<file path="config.mk">
export PLATFORM = sky130hd
export DESIGN_NAME = graph_path_query_engine_flat
export DESIGN_NICKNAME = d
export VERILOG_FILES = /design/src/rtl/core/gpq_pkg.sv /design/src/rtl/core/gpq_req_if.sv /design/src/rtl/core/gpq_rsp_if.sv /design/src/rtl/core/gpq_adj.sv /design/src/rtl/core/gpq_walker.sv /design/src/rtl/core/graph_path_query_engine.sv /design/src/flat_wrapper.sv
export SDC_FILE = /design/constraint.sdc
export NUM_CORES = 1
export LEC_CHECK = 0
export ABC_AREA = 0
export BUFFER_PORTS_ARGS = -buffer_cell sky130_fd_sc_hd__buf_2
export CORE_UTILIZATION = 56
export CTS_CLUSTER_DIAMETER = 200
export DETAILED_ROUTE_END_ITERATION = 16
export GPL_TIMING_DRIVEN = 0
export HOLD_SLACK_MARGIN = 0.08
export PLACE_DENSITY_LB_ADDON = 0.15
export RECOVER_POWER = 25
export SLEW_MARGIN = 15
export SYNTH_ARGS = -nofsm -noshare
export SYNTH_HDL_FRONTEND = slang
export SYNTH_SLANG_ARGS = --single-unit
</file>
<file path="constraint.sdc">
create_clock -name clock -period 5 [get_ports clock]
set_input_delay 0.75 -clock clock [delete_from_list [all_inputs] [get_ports clock]]
set_output_delay 0.75 -clock clock [all_outputs]
set_load 0.005 [all_outputs]
</file>
<file path="src/rtl/core/gpq_pkg.sv">
// Shared types and constants for the graph path query engine.
// No dependencies; compiled first.
`default_nettype none

package gpq_pkg;

   localparam int CMD_W   = 3;
   localparam int VTX_W   = 3;
   localparam int COUNT_W = 11;

   localparam logic [COUNT_W-1:0] COUNT_MAX = 11'd2047;

   typedef enum logic [CMD_W-1:0] {
      CMD_ADD_EDGE    = 3'd0,
      CMD_DEL_EDGE    = 3'd1,
      CMD_DEL_VERTEX  = 3'd2,
      CMD_HAS_PATH    = 3'd3,
      CMD_COUNT_PATHS = 3'd4
   } command_type;

   // Update request into the adjacency matrix
   typedef struct packed {
      logic        en;
      command_type op;
   } adj_upd_type;

   // Walker control and status
   typedef struct packed {
      logic start;
      logic stop_first;
   } walk_ctl_type;

   typedef struct packed {
      logic               done;
      logic [COUNT_W-1:0] count;
   } walk_stat_type;

endpackage

`default_nettype wire

</file>
<file path="src/rtl/core/gpq_req_if.sv">
// Command channel: valid/ready with the command item payload.
// Depends on gpq_pkg.
`default_nettype none

interface gpq_req_if;
   import gpq_pkg::*;

   logic               valid;
   logic               ready;
   logic [CMD_W-1:0]   command;
   logic [VTX_W-1:0]   vertex_a;
   logic [VTX_W-1:0]   vertex_b;

   modport source (output valid, command, vertex_a, vertex_b, input ready);
   modport sink   (input valid, command, vertex_a, vertex_b, output ready);
endinterface

`default_nettype wire

</file>
<file path="src/rtl/core/gpq_rsp_if.sv">
// Result channel: valid/ready with found flag and path count.
// Depends on gpq_pkg.
`default_nettype none

interface gpq_rsp_if;
   import gpq_pkg::*;

   logic               valid;
   logic               ready;
   logic               found;
   logic [COUNT_W-1:0] path_count;

   modport source (output valid, found, path_count, input ready);
   modport sink   (input valid, found, path_count, output ready);
endinterface

`default_nettype wire

</file>
<file path="src/rtl/core/gpq_adj.sv">
// Adjacency bit matrix of the undirected graph, with update and row read.
// Depends on gpq_pkg.
`default_nettype none

module gpq_adj #(
   parameter int NUM_VERTICES = 8
) (
   input  wire logic                            clock,
   input  wire logic                            reset,
   input  wire gpq_pkg::adj_upd_type            upd,
   input  wire logic [$clog2(NUM_VERTICES)-1:0] upd_a,
   input  wire logic [$clog2(NUM_VERTICES)-1:0] upd_b,
   input  wire logic [$clog2(NUM_VERTICES)-1:0] rd_sel,
   output logic      [NUM_VERTICES-1:0]         rd_row
);
   import gpq_pkg::*;

   logic [NUM_VERTICES-1:0] adj_ff [NUM_VERTICES];
   logic [NUM_VERTICES-1:0] adj_in [NUM_VERTICES];

   always_comb begin
      adj_in = adj_ff;
      if (upd.en) begin
         unique case (upd.op)
            CMD_ADD_EDGE: begin
               // self-loops are dropped
               if (upd_a != upd_b) begin
                  adj_in[upd_a][upd_b] = 1'b1;
                  adj_in[upd_b][upd_a] = 1'b1;
               end
            end
            CMD_DEL_EDGE: begin
               adj_in[upd_a][upd_b] = 1'b0;
               adj_in[upd_b][upd_a] = 1'b0;
            end
            CMD_DEL_VERTEX: begin
               for (int r = 0; r < NUM_VERTICES; r++) begin
                  adj_in[r][upd_a] = 1'b0;
               end
               adj_in[upd_a] = '0;
            end
            default: ;
         endcase
      end
   end

   always_ff @(posedge clock) begin
      if (reset) begin
         for (int r = 0; r < NUM_VERTICES; r++) begin
            adj_ff[r] <= '0;
         end
      end else begin
         adj_ff <= adj_in;
      end
   end

   assign rd_row = adj_ff[rd_sel];

endmodule

`default_nettype wire

</file>
<file path="src/rtl/core/gpq_walker.sv">
// Depth-first walker: one stack step per cycle over the adjacency rows.
// Depends on gpq_pkg; reads the matrix through a row port.
`default_nettype none

module gpq_walker #(
   parameter int NUM_VERTICES = 8
) (
   input  wire logic                            clock,
   input  wire logic                            reset,
   input  wire gpq_pkg::walk_ctl_type           ctl,
   input  wire logic [$clog2(NUM_VERTICES)-1:0] src,
   input  wire logic [$clog2(NUM_VERTICES)-1:0] dst,
   output logic      [$clog2(NUM_VERTICES)-1:0] row_sel,
   input  wire logic [NUM_VERTICES-1:0]         row,
   output gpq_pkg::walk_stat_type               stat
);
   import gpq_pkg::*;

   localparam int VtxW = $clog2(NUM_VERTICES);
   localparam int CurW = $clog2(NUM_VERTICES + 1);
   localparam int DepW = $clog2(NUM_VERTICES + 1);

   // stacks: no reset, every entry written before read
   logic [VtxW-1:0] vstack_ff [NUM_VERTICES];
   logic [CurW-1:0] nstack_ff [NUM_VERTICES];

   logic                    active_ff, active_in;
   logic                    stop_ff, stop_in;
   logic [VtxW-1:0]         dst_ff, dst_in;
   logic [DepW-1:0]         depth_ff, depth_in;
   logic [NUM_VERTICES-1:0] visited_ff, visited_in;
   logic [COUNT_W-1:0]      count_ff, count_in;
   logic                    done_ff, done_in;

   logic [DepW-1:0] top_full;
   logic [VtxW-1:0] top_idx;
   logic [VtxW-1:0] push_idx;
   logic [VtxW-1:0] cur_v;
   logic [CurW-1:0] cur_n;
   logic [VtxW-1:0] n_idx;
   logic            step;
   logic            exhausted;
   logic            hit;
   logic            at_dst;
   logic            push;

   assign top_full  = depth_ff - DepW'(1);
   assign top_idx   = top_full[VtxW-1:0];
   assign push_idx  = depth_ff[VtxW-1:0];
   assign cur_v     = vstack_ff[top_idx];
   assign cur_n     = nstack_ff[top_idx];
   assign n_idx     = cur_n[VtxW-1:0];
   assign row_sel   = cur_v;

   assign step      = active_ff && (depth_ff != '0);
   assign exhausted = cur_n >= CurW'(NUM_VERTICES);
   assign hit       = step && !exhausted && row[n_idx] && !visited_ff[n_idx];
   assign at_dst    = n_idx == dst_ff;
   assign push      = hit && !at_dst && (depth_ff < DepW'(NUM_VERTICES));

   always_comb begin
      active_in  = active_ff;
      stop_in    = stop_ff;
      dst_in     = dst_ff;
      depth_in   = depth_ff;
      visited_in = visited_ff;
      count_in   = count_ff;
      done_in    = 1'b0;
      if (ctl.start) begin
         active_in       = 1'b1;
         stop_in         = ctl.stop_first;
         dst_in          = dst;
         depth_in        = DepW'(1);
         visited_in      = '0;
         visited_in[src] = 1'b1;
         count_in        = '0;
      end else if (active_ff) begin
         if (depth_ff == '0) begin
            // stack empty: walk over
            active_in = 1'b0;
            done_in   = 1'b1;
         end else if (exhausted) begin
            visited_in[cur_v] = 1'b0;
            depth_in          = depth_ff - DepW'(1);
         end else if (hit && at_dst) begin
            if (count_ff < COUNT_MAX) begin
               count_in = count_ff + COUNT_W'(1);
            end
            if (stop_ff) begin
               active_in = 1'b0;
               done_in   = 1'b1;
            end
         end else if (push) begin
            visited_in[n_idx] = 1'b1;
            depth_in          = depth_ff + DepW'(1);
         end
      end
   end

   always_ff @(posedge clock) begin
      if (reset) begin
         active_ff  <= 1'b0;
         done_ff    <= 1'b0;
         depth_ff   <= '0;
         visited_ff <= '0;
         count_ff   <= '0;
      end else begin
         active_ff  <= active_in;
         done_ff    <= done_in;
         depth_ff   <= depth_in;
         visited_ff <= visited_in;
         count_ff   <= count_in;
      end
      stop_ff <= stop_in;
      dst_ff  <= dst_in;
   end

   always_ff @(posedge clock) begin
      if (ctl.start) begin
         vstack_ff[0] <= src;
         nstack_ff[0] <= '0;
      end else begin
         if (step && !exhausted) begin
            nstack_ff[top_idx] <= cur_n + CurW'(1);
         end
         if (push) begin
            vstack_ff[push_idx] <= n_idx;
            nstack_ff[push_idx] <= '0;
         end
      end
   end

   assign stat.done  = done_ff;
   assign stat.count = count_ff;

endmodule

`default_nettype wire

</file>
<file path="src/rtl/core/graph_path_query_engine.sv">
// Graph path query engine top level: command decode, sequencer, result register.
// Depends on gpq_pkg, gpq_req_if, gpq_rsp_if, gpq_adj and gpq_walker.
//
// Usage
//  - req_ch carries one command item: add edge, remove edge, remove vertex,
//    has path or count paths. rsp_ch returns exactly one item per command:
//    found and a saturating 11-bit path_count.
//  - req_ch.ready is high only while the sequencer is idle; one command is
//    worked at a time.
//  - Updates: the matrix is written in the exec state; the result then leaves
//    the finish state for the output register. Queries: one depth-first step
//    per cycle through the walker, which reads one adjacency row a cycle;
//    a step is one neighbour trial or one pop.
//  - The result register parts the two sides: a new command is accepted
//    while an earlier result still waits on rsp_ch.ready. A finished result
//    waits in the sequencer until that register frees up.
//  - Reset (synchronous, active high) empties the graph, drops any walk in
//    flight and any result not yet taken.
`default_nettype none

module graph_path_query_engine #(
   parameter int NUM_VERTICES = 8
) (
   input  wire logic clock,
   input  wire logic reset,
   gpq_req_if.sink   req_ch,
   gpq_rsp_if.source rsp_ch
);
   import gpq_pkg::*;

   localparam int VtxW = $clog2(NUM_VERTICES);

   typedef enum logic [3:0] {
      ST_IDLE   = 4'b0001,
      ST_EXEC   = 4'b0010,
      ST_WALK   = 4'b0100,
      ST_FINISH = 4'b1000
   } state_type;

   state_type state_ff, state_in;

   // latched command item
   logic [CMD_W-1:0] cmd_ff, cmd_in;
   logic [VTX_W-1:0] va_ff, va_in;
   logic [VTX_W-1:0] vb_ff, vb_in;

   // result waiting for the output register
   logic               res_found_ff, res_found_in;
   logic [COUNT_W-1:0] res_count_ff, res_count_in;

   // output register
   logic               rsp_valid_ff, rsp_valid_in;
   logic               rsp_found_ff, rsp_found_in;
   logic [COUNT_W-1:0] rsp_count_ff, rsp_count_in;

   logic            req_take;
   logic            out_free;
   logic            a_ok;
   logic            b_ok;
   logic            is_query;
   logic            is_count;
   logic [VtxW-1:0] a_idx;
   logic [VtxW-1:0] b_idx;

   adj_upd_type             adj_upd;
   walk_ctl_type            walk_ctl;
   walk_stat_type           walk_stat;
   logic [VtxW-1:0]         row_sel;
   logic [NUM_VERTICES-1:0] row;

   assign req_ch.ready = state_ff == ST_IDLE;
   assign req_take     = req_ch.valid && req_ch.ready;
   assign out_free     = !rsp_valid_ff || rsp_ch.ready;

   // vertices beyond the graph make the command a no-op
   assign a_ok     = int'(va_ff) < NUM_VERTICES;
   assign b_ok     = int'(vb_ff) < NUM_VERTICES;
   assign a_idx    = VtxW'(va_ff);
   assign b_idx    = VtxW'(vb_ff);
   assign is_count = cmd_ff == CMD_COUNT_PATHS;
   assign is_query = (cmd_ff == CMD_HAS_PATH) || is_count;

   always_comb begin
      adj_upd.op = command_type'(cmd_ff);
      adj_upd.en = 1'b0;
      if (state_ff == ST_EXEC) begin
         if (cmd_ff == CMD_DEL_VERTEX) begin
            adj_upd.en = a_ok;
         end else if ((cmd_ff == CMD_ADD_EDGE) || (cmd_ff == CMD_DEL_EDGE)) begin
            adj_upd.en = a_ok && b_ok;
         end
      end
   end

   assign walk_ctl.start      = (state_ff == ST_EXEC) && is_query && a_ok && b_ok &&
                                (a_idx != b_idx);
   assign walk_ctl.stop_first = !is_count;

   gpq_adj #(
      .NUM_VERTICES(NUM_VERTICES)
   ) u_adj (
      .clock (clock),
      .reset (reset),
      .upd   (adj_upd),
      .upd_a (a_idx),
      .upd_b (b_idx),
      .rd_sel(row_sel),
      .rd_row(row)
   );

   gpq_walker #(
      .NUM_VERTICES(NUM_VERTICES)
   ) u_walker (
      .clock  (clock),
      .reset  (reset),
      .ctl    (walk_ctl),
      .src    (a_idx),
      .dst    (b_idx),
      .row_sel(row_sel),
      .row    (row),
      .stat   (walk_stat)
   );

   // sequencer
   always_comb begin
      state_in     = state_ff;
      cmd_in       = cmd_ff;
      va_in        = va_ff;
      vb_in        = vb_ff;
      res_found_in = res_found_ff;
      res_count_in = res_count_ff;
      rsp_valid_in = rsp_valid_ff && !rsp_ch.ready;
      rsp_found_in = rsp_found_ff;
      rsp_count_in = rsp_count_ff;
      unique case (state_ff)
         ST_IDLE: begin
            if (req_take) begin
               cmd_in   = req_ch.command;
               va_in    = req_ch.vertex_a;
               vb_in    = req_ch.vertex_b;
               state_in = ST_EXEC;
            end
         end
         ST_EXEC: begin
            res_found_in = 1'b0;
            res_count_in = '0;
            state_in     = ST_FINISH;
            if (walk_ctl.start) begin
               state_in = ST_WALK;
            end else if (is_query && a_ok && b_ok) begin
               // same endpoints: the trivial path
               res_found_in = 1'b1;
               res_count_in = is_count ? COUNT_W'(1) : '0;
            end
         end
         ST_WALK: begin
            if (walk_stat.done) begin
               res_found_in = walk_stat.count != '0;
               res_count_in = is_count ? walk_stat.count : '0;
               state_in     = ST_FINISH;
            end
         end
         ST_FINISH: begin
            if (out_free) begin
               rsp_valid_in = 1'b1;
               rsp_found_in = res_found_ff;
               rsp_count_in = res_count_ff;
               state_in     = ST_IDLE;
            end
         end
         default: state_in = ST_IDLE;
      endcase
   end

   always_ff @(posedge clock) begin
      if (reset) begin
         state_ff     <= ST_IDLE;
         rsp_valid_ff <= 1'b0;
      end else begin
         state_ff     <= state_in;
         rsp_valid_ff <= rsp_valid_in;
      end
      cmd_ff       <= cmd_in;
      va_ff        <= va_in;
      vb_ff        <= vb_in;
      res_found_ff <= res_found_in;
      res_count_ff <= res_count_in;
      rsp_found_ff <= rsp_found_in;
      rsp_count_ff <= rsp_count_in;
   end

   assign rsp_ch.valid      = rsp_valid_ff;
   assign rsp_ch.found      = rsp_found_ff;
   assign rsp_ch.path_count = rsp_count_ff;

   // walker only reports while the sequencer waits on it
   a_done_in_walk: assert property (@(posedge clock) disable iff (reset)
      walk_stat.done |-> state_ff == ST_WALK)
      else $error("walker done outside walk state");

   // a nonzero count always comes with found
   a_count_implies_found: assert property (@(posedge clock) disable iff (reset)
      (rsp_ch.valid && !rsp_ch.found) |-> rsp_ch.path_count == '0)
      else $error("path count without found");

   // an accepted command is decoded in the next cycle
   a_take_to_exec: assert property (@(posedge clock) disable iff (reset)
      req_take |=> state_ff == ST_EXEC)
      else $error("accepted command not decoded");

endmodule

`default_nettype wire
</file>
<file path="src/flat_wrapper.sv">
// flat-port wrapper written by rule: the top's interface ports become plain ports
module graph_path_query_engine_flat import gpq_pkg::*;
#(
   parameter int NUM_VERTICES = 8
)
  (clock, reset, req_ch_valid, req_ch_command, req_ch_vertex_a, req_ch_vertex_b, req_ch_ready, rsp_ch_valid, rsp_ch_found, rsp_ch_path_count, rsp_ch_ready);
  gpq_req_if req_ch_i ();
  gpq_rsp_if rsp_ch_i ();
  input  wire logic clock;
  input  wire logic reset;
  input wire logic [$bits(req_ch_i.valid)-1:0] req_ch_valid;
  input wire logic [$bits(req_ch_i.command)-1:0] req_ch_command;
  input wire logic [$bits(req_ch_i.vertex_a)-1:0] req_ch_vertex_a;
  input wire logic [$bits(req_ch_i.vertex_b)-1:0] req_ch_vertex_b;
  output wire logic [$bits(req_ch_i.ready)-1:0] req_ch_ready;
  output wire logic [$bits(rsp_ch_i.valid)-1:0] rsp_ch_valid;
  output wire logic [$bits(rsp_ch_i.found)-1:0] rsp_ch_found;
  output wire logic [$bits(rsp_ch_i.path_count)-1:0] rsp_ch_path_count;
  input wire logic [$bits(rsp_ch_i.ready)-1:0] rsp_ch_ready;
  assign req_ch_i.valid = req_ch_valid;
  assign req_ch_i.command = req_ch_command;
  assign req_ch_i.vertex_a = req_ch_vertex_a;
  assign req_ch_i.vertex_b = req_ch_vertex_b;
  assign req_ch_ready = req_ch_i.ready;
  assign rsp_ch_valid = rsp_ch_i.valid;
  assign rsp_ch_found = rsp_ch_i.found;
  assign rsp_ch_path_count = rsp_ch_i.path_count;
  assign rsp_ch_i.ready = rsp_ch_ready;
  graph_path_query_engine #(.NUM_VERTICES(NUM_VERTICES)) u_core (.clock(clock), .reset(reset), .req_ch(req_ch_i), .rsp_ch(rsp_ch_i));
endmodule
</file>
# Word-level counts from Yosys, hierarchy flattened
# Memories as Yosys holds them, arrays and structs flattened.
# Index checks and enable logic that the tools add are counted.
# classes
mux,79
reduce_logical,47
n_eq_ne,17
bitwise,26
n_addsub,4
n_lt_le_gt_ge,16
# op_table
op,count
64-bit AND,3
64-bit NOT,3
64-bit case mux with 3 select lines,1
64-bit bitwise OR,2
8-bit 2-to-1 mux,11
8-bit AND,9
8-bit demux with 3-bit select,3
64-bit 2-to-1 mux,1
11-bit 2-to-1 mux,4
1-bit 2-to-1 mux,38
4-bit 2-to-1 mux,8
8-bit binary-select mux with 3-bit select,1
11-bit case mux with 2 select lines,1
1-bit logical AND,17
4-bit greater-or-equal comparator (second input constant),4
3-bit by 4-bit less-than comparator with 1-bit output (second input constant),4
8-bit NOT,2
4-bit case mux with 4 select lines,1
1-bit demux with 3-bit select,4
3-bit by 1-bit greater-or-equal comparator with 1-bit output (second input constant),4
3-bit NOT with 4-bit output,3
11-bit by 1-bit adder with 11-bit output (second input constant),1
11-bit less-than comparator (second input constant),1
11-bit nonzero test,1
35 further kinds,62
# word_totals
ramBits,56
wordCells,216
inputBits,13
reg_bits,131
out_inout_bits,14
mem_count,2
# memory_table
name,words,width,read_ports,rd_clocked_by_memory_dff,wr,line_no,source
u_core.u_walker.nstack_ff,8,4,1,0,2,gpq_walker.sv:25,logic [CurW-1:0] nstack_ff [NUM_VERTICES];
u_core.u_walker.vstack_ff,8,3,1,0,1,gpq_walker.sv:24,logic [VtxW-1:0] vstack_ff [NUM_VERTICES];

# Logic depth before layout (Yosys ltp)
# An unclocked memory read counts as a cell.
# depth
word_depth,18
depth_mapped,20

# Cells and area by module
# A second synthesis with hierarchy kept.
# unflattened
hier_cells,1009
area_unflattened_um2,9938.3
# modules_own_cells
module,instances,cells_per_inst,area_each_um2,seq_area_each_um2
gpq_walker,1,457,4481.8,1981.9
gpq_adj,1,464,4045.1,1281.2
graph_path_query_engine,1,88,1411.4,1091.0

# Least setup slack after synthesis
# OpenSTA, ideal clock, no wires.
# synth_path
path_type,reg2reg
startpoint,register u_core.u_walker.depth_ff[0]
endpoint,"memory u_core.u_walker.vstack_ff[0][0] (netlist bit), data pin"
slack_ps,224
arrival_ps,4547
synth_period_minus_slack_ps,4776
required_time_ps,4770
stages_incl_launch_ff,19
path_cell_list,dfxtp_1 buf_2 inv_1 buf_2 ha_1 buf_4 buf_4 buf_1 mux4_2 and2_1 a21oi_1 nand2_1 a2111oi_0 a31oi_1 nor2_1 nand4_4 buf_2 nor2_1 mux2i_1
# synth_via
elab_chain_len,17
# synth_lines
item,line_no,source
start: declaration,gpq_walker.sv:30,"logic [DepW-1:0] depth_ff, depth_in;"
start signal: assignment,gpq_walker.sv:110,depth_ff <= depth_in;
4-bit by 1-bit subtractor with 4-bit output,gpq_walker.sv:47,assign top_full = depth_ff - DepW'(1);
memory 8 x 3 bit,-,
3-bit NOT with 4-bit output (implied by the code),gpq_adj.sv:57,assign rd_row = adj_ff[rd_sel];
8-bit binary-select mux with 3-bit select,gpq_adj.sv:57,
8-bit 2-to-1 mux (implied by the code) (2 in series),gpq_adj.sv:57,
1-bit binary-select mux with 3-bit select,gpq_walker.sv:57,assign hit = step && !exhausted && row[n_idx] && !visited_ff[n_idx];
1-bit 2-to-1 mux (implied by the code),gpq_walker.sv:57,
1-bit logical AND (2 in series),gpq_walker.sv:57,
1-bit logical AND (2 in series),gpq_walker.sv:59,assign push = hit && !at_dst && (depth_ff < DepW'(NUM_VERTICES));
1-bit 2-to-1 mux,gpq_walker.sv:126,if (push) begin
1-bit 2-to-1 mux,gpq_walker.sv:119,if (ctl.start) begin
1-bit 2-to-1 mux (implied by the code),gpq_walker.sv:127,vstack_ff[push_idx] <= n_idx;
3-bit OR reduction (no line),-,
3-bit 2-to-1 mux (no line) *,-,
end: declaration,gpq_walker.sv:24,
# Mark *: on every way between the ends. The rest lies on a longest branch, timed or not. The select of a mux whose other input is x is not followed.

# Worst setup path in the final report
# layout_path
startpoint,register u_core.u_walker.depth_ff[0]
endpoint,memory u_core.u_walker.vstack_ff[6][1] (netlist bit) (enable)
# layout_via
elab_chain_len,17
# layout_lines
item,line_no
4-bit by 1-bit subtractor with 4-bit output,gpq_walker.sv:47
memory 8 x 3 bit,-
3-bit NOT with 4-bit output (implied by the code),gpq_adj.sv:57
8-bit binary-select mux with 3-bit select,gpq_adj.sv:57
8-bit 2-to-1 mux (implied by the code) (2 in series),gpq_adj.sv:57
1-bit binary-select mux with 3-bit select,gpq_walker.sv:57
1-bit 2-to-1 mux (implied by the code),gpq_walker.sv:57
1-bit logical AND (2 in series),gpq_walker.sv:57
1-bit logical AND (2 in series),gpq_walker.sv:59
1-bit 2-to-1 mux,gpq_walker.sv:126
1-bit 2-to-1 mux,gpq_walker.sv:119
1-bit 2-to-1 mux (implied by the code),gpq_walker.sv:127
3-bit OR reduction (no line),-
3-bit 2-to-1 mux (no line) or 1-bit 2-to-1 mux (tied branches),-
# Several ways; a longest one is shown, not always the timed one. The select of a mux whose other input is x is not followed.

==> metrics.yaml <==
drtIter0Drc: 858
slew-limit-headroom_pct: 21.4
syn-num-nets: 1045
synth_cell_type_count: 75
grt_pass1_wl_mm: 45.6
grt-ovfl-total: 0
worst_pin_slew_ns: 1.18
track_usage_pct: 34.3
path_max_fanout: 10
drtAntennaViolNets: 0
path_class: "register to register"
clock_skew_ns: 0.0118
switching_share_pct: 30.9
whs_ns: 0.420
firstDrtPassIters: 5
syn_to_final_growth_pct: 15.1
place_hpwl_mm: 21.3
cts_root_buf: "clkbuf_16"
ys_warn_count: 0
power_frac_clock_pct: 36.3
vias: 8739
clock_path_buffers: 2
numCtsBuffers: 17
clk_pin_slew_worst_paths_ns: 0.07
grt_max_degree: 19
pwr-share-comb_pct: 16.2
synthCells: 1026
final-hold-violation-count: 0
hold_path_class: "register to register"
wire_per_inst_microns: 22.5
hold_buffers: 0
status: "finished clean"
worst_setup_path_start_kind: "register"
die_w_microns: 133
synth-edff-count: 61
clk_latency_ns: 0.44
num-nets-final: 1112
cp_data_required_time_ns: 5.07
wl_mm: 29.9
synth_area_per_cell_sq_um: 9.36
drc_errors: 0
grt_antenna_before_repair: 0
coreArea_sq_mm: 0.0166
p_int_uw: 2450
setup_viol: 0
die_h_microns: 133
period_share_pct: 97.2
layout_commonest_cell: "nor2_1"
h-tree-depth: 4
port_buffers: 25
p_switching_uw: 1090
drive_above_1_share_pct: 13.7
place.gp.congestion: 1.01
netlist_area_sq_mm: 0.00960
synth_seq_cells: 187
num_io_pins: 27
layout_min_cycle_time_ns: 4.86
cts_tree: "done"
fin_util_pct: 66.4
setup-tns-final_ns: 0
layout_common_cells: "128 x nor2_1, 126 x dfxtp_1, 90 x nand2_1, 61 x edfxtp_1, 57 x a21oi_1"
grt_pass1_vias: 8089
start_util_pct: 57.7
synthFlopType: "dfxtp_1"
numClockSinks: 187
cp-end-kind: "register"
cp.arrival_ns: 4.93
fp.dieArea_sq_mm: 0.0177
n_antenna_cell: 0
cap_violations: 0
yosysSeqAreaShare_pct: 45.3
dp.cells: 1271
synthArstFlopShare_pct: 0
p_per_area_mw_per_mm2: 321
slew_viol_final: 0
max_freq_mhz: 206
fin_cells: 1326
sequentialPowerShare_pct: 47.5
via_per_inst: 6.59
p_leak_uw: 0.00386
vdd_ir_drop_max_v: 0.000380
rows: 47
==> flip-flops by register name (all words and copies together) (netlist names), 3 cells and up <==
| signal | flops |
|---|---|
| u_core.u_adj.adj_ff | 64 |
| u_core.u_walker.nstack_ff | 32 |
| u_core.u_walker.vstack_ff | 24 |
| u_core.res_count_ff | 11 |
| u_core.rsp_ch.path_count | 11 |
| u_core.u_walker.count_ff | 11 |
| u_core.u_walker.visited_ff | 8 |
| u_core.state_ff | 4 |
| u_core.u_walker.depth_ff | 4 |
| u_core.a_idx | 3 |
| u_core.b_idx | 3 |
| u_core.cmd_ff | 3 |
| u_core.u_walker.dst_ff | 3 |
==> final cells by class <==
class / instances / area (sq um)
clock inverter: 13 / 109
multi-input combinational: 742 / 5090
buffer: 62 / 322
fill: 1335 / 5590
sequential: 187 / 4350
inverter: 34 / 128
clock buffer: 19 / 443
tap: 220 / 275
timing repair buffer: 49 / 324
==> critical path: stages (launching register included) <==
cell       delay, ns
dfxtp_1         0.36
buf_6           0.14
inv_1           0.08
clkbuf_4        0.22
ha_2            0.36
buf_6           0.18
buf_8           0.16
mux2i_1         0.30
nand3_1         0.15
buf_2           0.20
nand4_1         0.24
buf_4           0.25
mux2i_1         0.17
a2111oi_1       0.44
a31oi_1         0.18
nor2_4          0.16
nand4_4         0.21
nor4b_4         0.67
==> Yosys cell counts, types with 13 or more instances <==
cell type  number  area, sq um
a211oi_1       22          165
buf_2          13         65.1
nand2_1        90          338
nand3_1        27          135
o22ai_1        18          113
nand2b_1       14         87.6
a31oi_1        16          100
and2_1         20          125
o21a_1         24          180
o21ai_0        30          150
nor2b_1        16          100
a21oi_1        59          295
nor2_1        131          492
nor3_1         26          130
dfxtp_1       126         2520
mux2i_1        55          551
clkbuf_1       41          154
edfxtp_1       61         1830
inv_1          34          128
a41oi_1        16          140
==> metrics by stage <==
step	setup slack, ns	power (uW)	cell area [sq um]
floorplan	0.224	2040	9600
global placement	-1.23	2240	10000
detailed placement	-1.26	2240	10000
CTS	0.00606	3520	10900
global route	-0.00591	3640	11000
finish	0.139	3540	11000
==> metal layers <==
metal  track usage [%]  wire length (microns)  up-vias
li1                  -                      -     3950
met1              46.7                  12500     4186
met2              51.2                  13200      530
met3              10.8                   3270       73
met4              12.2                    862        0
met5                 0                      0        -
==> kinds of logic after synthesis <==
| kind of cell | share of synthesized area [%] |
|---|---|
| multiplexers | 8.20 |
| AO/OA/AOI/OAI | 19.8 |
| buffers and inverters | 4.20 |
| adder cells (fa/ha/maj) | 0.782 |
| flip-flops | 45.3 |
| AND/OR/NAND/NOR | 20.7 |
| XOR/XNOR | 1.00 |
==> timing repair <==
action | 4_1_cts | 5_1_grt
pin swaps | 9 | 8
setup buffers | 10 | 14
endpoints found under the setup margin | 105 | 95
gates cloned | 0 | 0
resized for setup | 43 | 14
==> power by group through the flow <==
| stage | Clock (uW) | Sequential [uW] | Combinational, uW |
|---|---|---|---|
| 2_1_floorplan | 0 | 1690 | 348 |
| 3_3_place_gp | 0 | 1710 | 531 |
| 3_5_place_dp | 0 | 1710 | 532 |
| 4_1_cts | 1300 | 1680 | 546 |
| 5_1_grt | 1360 | 1690 | 602 |
| 6_report | 1290 | 1680 | 573 |
==> worst paths after layout <==
path / start / cells after the start / slack, ns / end
hold / removal: u_core.res_count_ff[10]$_SDFFCE_PN0P_ / 0 / 0.42 / u_core.rsp_ch.path_count[10]$_DFFE_PP_
setup reg to reg: u_core.u_walker.depth_ff[0]$_SDFFE_PP0P_ / 17 / 0.14 / u_core.u_walker.vstack_ff[6][1]$_DFFE_PP_
setup / recovery: u_core.u_walker.depth_ff[0]$_SDFFE_PP0P_ / 17 / 0.14 / u_core.u_walker.vstack_ff[6][1]$_DFFE_PP_
hold reg to reg: u_core.res_count_ff[10]$_SDFFCE_PN0P_ / 0 / 0.42 / u_core.rsp_ch.path_count[10]$_DFFE_PP_
(Power assumes the default switching activity.)
